### src/rtl/core/pmr_ram.sv
// generic simple dual-port ram with registered read
`timescale 1ns / 1ps

module pmr_ram #(
  parameter int unsigned WIDTH = 8,
  parameter int unsigned DEPTH = 16
) (
  input  logic                     clk,
  input  logic                     we,
  input  logic [$clog2(DEPTH)-1:0] waddr,
  input  logic [WIDTH-1:0]         wdata,
  input  logic                     re,
  input  logic [$clog2(DEPTH)-1:0] raddr,
  output logic [WIDTH-1:0]         rdata
);

  logic [WIDTH-1:0] mem [DEPTH];
  logic [WIDTH-1:0] rdata_r;

  // write port
  always_ff @(posedge clk) begin
    if (we) begin
      mem[waddr] <= wdata;
    end
  end

  // read port, data held until the next read
  always_ff @(posedge clk) begin
    if (re) begin
      rdata_r <= mem[raddr];
    end
  end

  assign rdata = rdata_r;

endmodule

### config.mk
export PLATFORM = sky130hd
export DESIGN_NAME = pmr_ram
export DESIGN_NICKNAME = d
export VERILOG_FILES = /design/src/rtl/core/pmr_ram.sv
export SDC_FILE = /design/constraint.sdc
export NUM_CORES = 1
export LEC_CHECK = 0
export ABC_CLOCK_PERIOD_IN_PS = 1460
export BUFFER_PORTS_ARGS = -buffer_cell sky130_fd_sc_hd__buf_2
export CAP_MARGIN = 30
export CORE_MARGIN = 2
export CORE_UTILIZATION = 54
export DETAILED_ROUTE_END_ITERATION = 16
export PLACE_DENSITY = 0.76
export SLEW_MARGIN = 20
export SYNTH_ARGS = -nofsm -noshare
export SYNTH_HDL_FRONTEND = slang
export SYNTH_SLANG_ARGS = --single-unit
### constraint.sdc
create_clock -name clk -period 1.46 [get_ports clk]
set_input_delay 0.073 -clock clk [delete_from_list [all_inputs] [get_ports clk]]
set_output_delay 0.073 -clock clk [all_outputs]
set_load 0.005 [all_outputs]
==> flow_metrics.py, run 1 <==
metrics = {
    "final_layout": {
        "antenna_cells": 0,
        "final-instance-count-excl-fill": 441,
        "drive_above_1_share": 0.359,
        "nNetsFinal": 318,
        "area_growth_pct": 22.6,
    },
    "synth": {
        "yosysSeqAreaShare": 0.781,
        "synth_nets": 248,
        "synth.mux.area_fraction": 0.148,
        "yosys_register_bits": 136,
        "synth_top_family_by_area": "multiplexers",
        "syn_area_per_cell_sq_um": 22.8,
        "mappedNetlistArea_sq_mm": 0.00523,
        "synth_cells": 229,
        "synth-adder-area-share": 0,
        "ys_warn_count": 0,
        "synthXorXnorAreaFrac": 0,
        "synth-compound-area-share": 0.0230,
        "synth_simple_gate_area_frac": 0.0314,
        "synth.distinct_cells": 18,
    },
    "route": {
        "wl_per_cell_microns": 23.5,
        "routed_wl_mm": 10.4,
        "drt_iter0_drc": 256,
        "drc": 0,
        "vias_per_cell": 5.87,
        "via_count": 2589,
        "antenna_left": 0,
        "drtPass1Iterations": 4,
    },
    "placed_design": {
        "dp_cells": 400,
        "io_buffers": 26,
        "gp_congestion": 0.760,
        "dpl.hpwl_mm": 6.11,
        "place_ws_ns": -0.214,
    },
    "global_route": {
        "top_usage_layer": "met2",
        "grt_pass1_wl_mm": 15.5,
        "met2_usage": 0.338,
        "grt_max_degree": 23,
        "grt_pass1_vias": 2651,
        "grt_util_met3": 0.0424,
        "grt_usage": 0.218,
        "use_met1": 0.303,
        "antenna_found_initial": 0,
        "grt-ovfl-total": 0,
    },
    "floorplan": {
        "pin_count": 27,
        "core_sq_mm": 0.00933,
        "start_util": 0.560,
        "row_count": 35,
        "dieArea_sq_mm": 0.0105,
        "fp.dieW_microns": 102,
        "die_h_microns": 102,
    },
    "timing": {
        "clock-skew-final_ns": 0.00371,
        "fin_ws_ns": 0.0175,
        "maxSlewViolCount": 0,
        "setup_viol": 0,
        "relSlewSlack": 0.452,
        "worst_pin_slew_ns": 0.820,
        "whs_ns": 0.133,
        "fmax_ghz": 0.693,
        "rsz0062_at_grt": "true",
        "finalHoldViolations": 0,
        "finalCritPeriodShare": 0.988,
        "finalSetupTns_ns": 0,
        "fin_crit_ns": 1.44,
    },
    "worst_setup_path": {
        "worst-path-max-fanout": 1,
        "cp_cell_sequence": "mux4_2 > a22oi_2 > nand2_1",
        "end_kind": "flop",
        "slowest_delay_ns": 0.51,
        "critPathArrivalTime_ns": 1.68,
        "crit_type": "flop to flop",
        "cp-start-kind": "flop",
        "cp_slowest_cell": "mux4_2",
        "required_ns": 1.70,
    },
    "clock_network": {
        "cts_buffer_depth": 2,
        "clkTransAtPathRegs_ns": 0.06,
        "cts_root_buffer": "clkbuf_8",
        "h-tree-depth": 4,
        "tritoncts": "yes",
        "numCtsBuffers": 17,
        "clock_sinks": 136,
        "clk_latency_ns": 0.50,
    },
    "power_and_ir_drop": {
        "powerDensity_mw_per_mm2": 1460,
        "ir_drop_uv": 987,
        "p_leak_uw": 0.00218,
        "p_total_uw": 9370,
    },
    "flow_run": {
        "cap_violations": 0,
    },
    "status": {
        "status": "finished, final reports clean",
    },
    "worst_hold_path": {
        "hold_class": "input pin to flop",
    },
}
## registers in the layout, indices dropped and copies added (netlist names)
signal  count
mem       128
rdata       8
## power breakdown
part	leakage, uW	switching, uW	internal, uW
registers	0.00124	26.6	4400
clock network	0.000298	1550	2930
logic	0.000647	245	214
total	0.00218	1830	7540
## metrics by stage
step           area (sq um)   util
2_1_floorplan          5230      -
6_report               6410  0.687
3_5_place_dp           5680  0.609
3_3_place_gp           5680  0.609
5_1_grt                6410  0.687
4_1_cts                6420  0.688
## cell type report
type | count | area, sq um
Multi-Input combinational cell | 83 | 1080
Timing Repair Buffer | 61 | 465
Clock inverter | 14 | 204
Fill cell | 566 | 2920
Sequential cell | 136 | 4080
Clock buffer | 18 | 418
Tap cell | 129 | 161
## synth_stat cells
library cell	instances	share of area
a22oi_1	16	0.023
and2_1	1	0.0012
and2b_1	1	0.0014
buf_2	3	0.0029
buf_4	1	0.0014
buf_6	3	0.0065
clkdlybuf4s25_2	3	0.0057
edfxtp_1	136	0.78
mux4_1	14	0.070
mux4_2	18	0.078
nand2_1	9	0.0065
nand2b_1	2	0.0024
nand3_1	1	0.00096
nand3b_1	2	0.0029
nor2_1	13	0.0093
nor2b_1	1	0.0012
nor3_1	4	0.0038
or3b_2	1	0.0017
## critical path: cells and delay by family (launching register included)
kind | cells | cell delay [ns]
compound gates | 1 | 0.18
flops | 1 | 0.40
mux | 1 | 0.51
simple gates | 1 | 0.10
## cell families (layout without fill, tap and decap cells)
group                  count (synthesis)  after routing
AND/OR/NAND/NOR                       35             35
flip-flops                           136            136
multiplexers                          32             32
buffers and inverters                 10             93
AO/OA/AOI/OAI                         16             16
## path summary, 6_finish.rpt
check,start,endpoint,slack (ns),cells past startpoint
max,mem[10][5]$_DFFE_PP_,rdata[5]$_DFFE_PP_,0.02,3
min,waddr[1],mem[0][1]$_DFFE_PP_,0.13,3
max reg2reg,mem[10][5]$_DFFE_PP_,rdata[5]$_DFFE_PP_,0.02,3
min reg2reg,mem[4][1]$_DFFE_PP_,rdata[1]$_DFFE_PP_,0.75,3
## placed cells by master, fill, tap and decap left out
cell           instances
a22oi_2                7
buf_4                 22
clkinv_2               2
buf_2                 26
nor3_2                 1
nand2b_1               2
inv_6                  1
clkbuf_8               1
and2_1                 1
clkinv_4               1
nand2_1                9
buf_12                 4
nor2b_1                1
clkinvlp_4             2
nor2_1                13
clkbuf_1               1
nand3_1                1
clkinv_1               3
nand3b_1               2
edfxtp_1             136
mux4_2                23
mux4_1                 9
or3b_2                 1
bufinv_16              5
nor3_1                 3
and2b_1                1
a22oi_1                9
clkbuf_16             16
dlygate4sd3_1          9
## timing repair
| item | in CTS | in global routing |
|---|---|---|
| endpoints found under the hold margin | 136 | 0 |
| resized for setup | 7 | 5 |
| hold buffers | 9 | 0 |
| pin swaps | 3 | 4 |
| buffers inserted | 0 | 0 |
| setup endpoints to repair | 7 | 6 |
## per-layer routing
metal | part of all wire | wire length [microns]
met5 | 0 | 0
met4 | 0.018 | 187
met3 | 0.065 | 673
met2 | 0.50 | 5160
met1 | 0.42 | 4350
Note: power is estimated with default switching activity, not from simulation.
==> run 2: changes to the inputs <==
--- a/config.mk
+++ b/config.mk
@@ -12,6 +12,7 @@
 export CORE_UTILIZATION = 54
 export DETAILED_ROUTE_END_ITERATION = 16
 export PLACE_DENSITY = 0.76
+export RECOVER_POWER = 50
 export SLEW_MARGIN = 20
 export SYNTH_ARGS = -nofsm -noshare
 export SYNTH_HDL_FRONTEND = slang
==> flow_metrics.py, run 2 (synthesis results as in run 1) <==
metrics = {
    "route": {
        "drt_iter0_drc": 252,
        "routed_wl_mm": 10.4,
        "via_count": 2571,
        "drc": 0,
        "antenna_left": 0,
        "wl_per_cell_microns": 23.6,
        "vias_per_cell": 5.83,
        "drtPass1Iterations": 5,
    },
    "final_layout": {
        "fillCellCount": 585,
        "fin_area_sq_mm": 0.00636,
        "nNetsFinal": 318,
        "utilization": 0.682,
        "regMostFlops": "mem",
        "largest_reg_flops": 128,
        "drive_above_1_share": 0.301,
        "antenna_cells": 0,
        "area_growth_pct": 21.7,
        "final_common_cell": "edfxtp_1",
        "final_cell_mix": "edfxtp_1, mux4_2, clkbuf_1",
    },
    "timing": {
        "finalHoldViolations": 0,
        "worst_pin_slew_ns": 0.811,
        "clock-skew-final_ns": 0.00443,
        "fin_ws_ns": 0.0266,
        "finalCritPeriodShare": 0.982,
        "fin_crit_ns": 1.43,
        "rsz0062_at_grt": "true",
        "setup_viol": 0,
        "maxSlewViolCount": 0,
        "relSlewSlack": 0.457,
        "fmax_ghz": 0.698,
    },
    "clock_network": {
        "clock_sinks": 136,
        "clkTransAtPathRegs_ns": 0.06,
        "numCtsBuffers": 17,
        "clk_latency_ns": 0.50,
        "cts_root_buffer": "clkbuf_8",
        "tritoncts": "yes",
        "cts_buffer_depth": 2,
        "h-tree-depth": 4,
    },
    "power_and_ir_drop": {
        "p_total_uw": 9360,
        "p_leak_uw": 0.00212,
        "powerDensity_mw_per_mm2": 1470,
        "seqPwrFrac": 0.473,
        "clkPwrFrac": 0.479,
        "switchingPower_uw": 1820,
        "switching_share": 0.195,
        "combPwrFrac": 0.048,
        "p_int_uw": 7540,
        "ir_drop_uv": 943,
    },
    "global_route": {
        "antenna_found_initial": 0,
        "grt_max_degree": 23,
        "grt_usage": 0.218,
        "grt-ovfl-total": 0,
        "grt_pass1_vias": 2651,
        "grt_pass1_wl_mm": 15.5,
    },
    "floorplan": {
        "core_sq_mm": 0.00933,
        "pin_count": 27,
        "fp.dieW_microns": 102,
        "dieArea_sq_mm": 0.0105,
        "row_count": 35,
        "die_h_microns": 102,
        "start_util": 0.560,
    },
    "worst_setup_path": {
        "crit_type": "flop to flop",
        "cp-start-kind": "flop",
        "critPathArrivalTime_ns": 1.68,
        "worst-path-max-fanout": 1,
        "r2r_slack_ns": 0.03,
        "required_ns": 1.71,
        "end_kind": "flop",
    },
    "placed_design": {
        "gp_congestion": 0.760,
        "dpl.hpwl_mm": 6.11,
        "io_buffers": 26,
        "place_ws_ns": -0.214,
        "placed_area_sq_mm": 0.00568,
    },
    "worst_hold_path": {
        "hold_class": "input pin to flop",
    },
    "status": {
        "status": "finished, final reports clean",
    },
    "flow_run": {
        "cap_violations": 0,
    },
}
## run 2: cell count changes in the layout (fill, tap and decap cells not counted)
cell / previous run / this run
clkbuf_1: 1 / 19
buf_4: 22 / 12
buf_2: 26 / 18
## run 2: worst max-delay path: stages, from the launching register on
cell	delay, ns
edfxtp_1	0.38
mux4_2	0.51
a22oi_2	0.21
nand2_1	0.08
## run 2: final cells by class
type	count	area, sq um	area share
repair buffers	61	418	0.0657
clock inverters	14	204	0.0320
well taps	129	161	0.0254
multi-input cells	83	1080	0.169
clock buffers	18	418	0.0657
flip-flops and latches	136	4080	0.642
## run 2: final timing paths
| path | from | endpoint | cells after the start |
|---|---|---|---|
| setup / recovery | mem[4][4]$_DFFE_PP_ | rdata[4]$_DFFE_PP_ | 3 |
| hold / removal | waddr[0] | mem[0][7]$_DFFE_PP_ | 3 |
| setup reg to reg | mem[4][4]$_DFFE_PP_ | rdata[4]$_DFFE_PP_ | 3 |
| hold reg to reg | mem[4][1]$_DFFE_PP_ | rdata[1]$_DFFE_PP_ | 3 |
## run 2: metrics by stage
stage	setup TNS, ns	hold WS [ns]	cells
final	0	0.134	441
after global routing	-0.00650	0.120	441
after CTS	0	0.101	441
after detailed placement	-1.04	0.452	400
after global placement	-0.941	0.449	400
after floorplan	0	0.172	229
## run 2: power by group through the flow
stage | sequential, uW | combinational (uW) | clock [uW]
floorplan | 4500 | 222 | 0
global placement | 4500 | 410 | 0
detailed placement | 4500 | 420 | 0
CTS | 4430 | 460 | 4530
global route | 4430 | 488 | 4660
finish | 4430 | 453 | 4480
## run 2: timing repair
| action | 4_1_cts | 5_1_grt |
|---|---|---|
| resized for setup | 7 | 5 |
| hold endpoints to repair | 136 | 0 |
| hold buffers | 9 | 0 |
| setup buffers | 0 | 0 |
| pin swaps | 3 | 4 |
| setup endpoints to repair | 7 | 6 |
## run 2: per-layer routing
metal | part of all wire | GRT usage | vias up | wire length [microns]
met3 | 0.074 | 0.0424 | 15 | 773
met4 | 0.018 | 0.108 | 0 | 191
met5 | 0 | 0 | - | 0
li1 | - | - | 1116 | -
met1 | 0.42 | 0.303 | 1311 | 4350
met2 | 0.49 | 0.338 | 129 | 5100
==> run 3: changes to the inputs <==
--- a/config.mk
+++ b/config.mk
@@ -9,11 +9,10 @@
 export BUFFER_PORTS_ARGS = -buffer_cell sky130_fd_sc_hd__buf_2
 export CAP_MARGIN = 30
 export CORE_MARGIN = 2
-export CORE_UTILIZATION = 54
+export CORE_UTILIZATION = 31
 export DETAILED_ROUTE_END_ITERATION = 16
-export PLACE_DENSITY = 0.76
+export PLACE_DENSITY_LB_ADDON = 0.12
 export RECOVER_POWER = 50
-export SLEW_MARGIN = 20
 export SYNTH_ARGS = -nofsm -noshare
 export SYNTH_HDL_FRONTEND = slang
 export SYNTH_SLANG_ARGS = --single-unit
==> flow_metrics.py, run 3 (synthesis results as in run 1) <==
metrics = {
    "timing": {
        "worst_pin_slew_ns": 0.997,
        "finalCritPeriodShare": 0.969,
        "maxSlewViolCount": 0,
        "relSlewSlack": 0.334,
        "fmax_ghz": 0.707,
        "fin_ws_ns": 0.0460,
        "finalSetupTns_ns": 0,
        "fin_crit_ns": 1.41,
        "setup_viol": 0,
        "clock-skew-final_ns": 0.00647,
        "finalHoldViolations": 0,
        "rsz0062_at_grt": "true",
    },
    "flow_run": {
        "cap_violations": 0,
    },
    "status": {
        "status": "finished, final reports clean",
    },
    "final_layout": {
        "nNetsFinal": 308,
        "utilization": 0.383,
        "final_common_cell": "edfxtp_1",
        "largest_reg_flops": 128,
        "area_growth_pct": 21.2,
        "final_cell_mix": "edfxtp_1, mux4_2, buf_4",
        "drive_above_1_share": 0.336,
        "antenna_cells": 0,
        "regMostFlops": "mem",
    },
    "power_and_ir_drop": {
        "combPwrFrac": 0.050,
        "switching_share": 0.199,
        "ir_drop_uv": 878,
        "p_int_uw": 7060,
        "powerDensity_mw_per_mm2": 1390,
        "clkPwrFrac": 0.447,
        "switchingPower_uw": 1760,
        "p_leak_uw": 0.00206,
        "seqPwrFrac": 0.502,
    },
    "floorplan": {
        "row_count": 47,
        "start_util": 0.316,
        "die_h_microns": 134,
        "fp.dieW_microns": 134,
        "core_sq_mm": 0.0165,
        "dieArea_sq_mm": 0.0179,
        "pin_count": 27,
    },
    "worst_setup_path": {
        "rr_worst_depth": 3,
        "critPathArrivalTime_ns": 1.57,
        "rr_startpoint": "mem[7][4]$_DFFE_PP_",
        "worst-path-max-fanout": 1,
        "timing.rr.end": "rdata[4]$_DFFE_PP_",
        "crit_type": "flop to flop",
        "r2r_slack_ns": 0.05,
        "end_kind": "flop",
        "required_ns": 1.61,
        "cp-start-kind": "flop",
    },
    "clock_network": {
        "cts_root_buffer": "clkbuf_16",
        "clk_latency_ns": 0.41,
        "cts_buffer_depth": 2,
        "postCtsSetupBuffers": 0,
        "clock_sinks": 136,
        "h-tree-depth": 4,
        "clkTransAtPathRegs_ns": 0.06,
        "tritoncts": "yes",
        "numCtsBuffers": 17,
    },
    "worst_hold_path": {
        "hold_class": "input pin to flop",
        "min_path_cells": 1,
        "hold_path_end": "rdata[7]$_DFFE_PP_",
        "min_from": "re",
    },
    "global_route": {
        "grt-ovfl-total": 0,
        "grt_pass1_vias": 2614,
        "antenna_found_initial": 0,
        "grt_max_degree": 22,
        "grt_usage": 0.135,
        "grt_pass1_wl_mm": 16.7,
    },
    "route": {
        "routed_wl_mm": 11.2,
        "via_count": 2458,
        "antenna_left": 0,
        "drtPass1Iterations": 4,
        "vias_per_cell": 4.72,
        "wl_per_cell_microns": 21.6,
        "drc": 0,
        "drt_iter0_drc": 197,
    },
    "placed_design": {
        "place_ws_ns": -0.203,
        "dpl.hpwl_mm": 7.39,
        "io_buffers": 26,
        "gp_congestion": 0.713,
    },
}
[run 3: cell count changes in the layout (fill, tap and decap cells not counted), moves of 2 or more]
cell and change:
buf_4 +9, bufinv_16 -3, clkbuf_1 -7, dlygate4sd3_1 -9, mux4_1 -2, mux4_2 +2
[run 3: power by group through the flow]
stage / Combinational [uW] / Sequential, uW / Clock, uW
4_1_cts: 448 / 4430 / 4020
3_3_place_gp: 434 / 4510 / 0
6_report: 443 / 4430 / 3950
2_1_floorplan: 222 / 4500 / 0
3_5_place_dp: 438 / 4510 / 0
5_1_grt: 485 / 4440 / 4190
[run 3: metrics by stage]
stage	power (uW)	hold slack [ns]	cell area, sq um	cells
global route	9110	0.230	6340	521
detailed placement	4950	0.483	5790	490
finish	8820	0.200	6340	521
global placement	4940	0.475	5790	490
CTS	8900	0.0422	6360	521
floorplan	4720	0.172	5230	229
[run 3: area by class of cell]
| class | count | area, sq um |
|---|---|---|
| Multi-Input combinational cell | 83 | 1080 |
| Clock buffer | 20 | 437 |
| Fill cell | 1522 | 10200 |
| Tap cell | 220 | 275 |
| Sequential cell | 136 | 4080 |
| Timing Repair Buffer | 51 | 357 |
| Clock inverter | 11 | 108 |
[run 3: how the worst max path moves through the flow]
stage	startpoint	end	slack [ns]	cells after the start
2_1_floorplan	raddr[0]	rdata[1]$_DFFE_PP_	0.10	5
3_3_place_gp	raddr[0]	rdata[3]$_DFFE_PP_	-0.24	5
3_5_place_dp	raddr[0]	rdata[3]$_DFFE_PP_	-0.20	5
4_1_cts	mem[8][3]$_DFFE_PP_	rdata[3]$_DFFE_PP_	0.003	3
5_1_grt	mem[3][4]$_DFFE_PP_	rdata[4]$_DFFE_PP_	-0.01	3
6_report	mem[7][4]$_DFFE_PP_	rdata[4]$_DFFE_PP_	0.05	3
[run 3: timing repair]
item | CTS | global route
hold buffers | 0 | 0
pin swaps | 0 | 6
resized for setup | 5 | 10
endpoints found under the setup margin | 5 | 7
[run 3: worst max-delay path, cell delays in order (launching register included)]
cell and delay [ns]:
edfxtp_1 0.36, mux4_2 0.52, a22oi_2 0.18, nand2_1 0.10
[run 3: routing by layer]
| layer | up-vias | wire length (microns) | global-route usage |
|---|---|---|---|
| met5 | - | 0 | 0 |
| met4 | 0 | 198 | 0.0567 |
| met3 | 13 | 370 | 0.0333 |
| met2 | 61 | 5310 | 0.207 |
| met1 | 1291 | 5350 | 0.184 |
| li1 | 1093 | - | - |
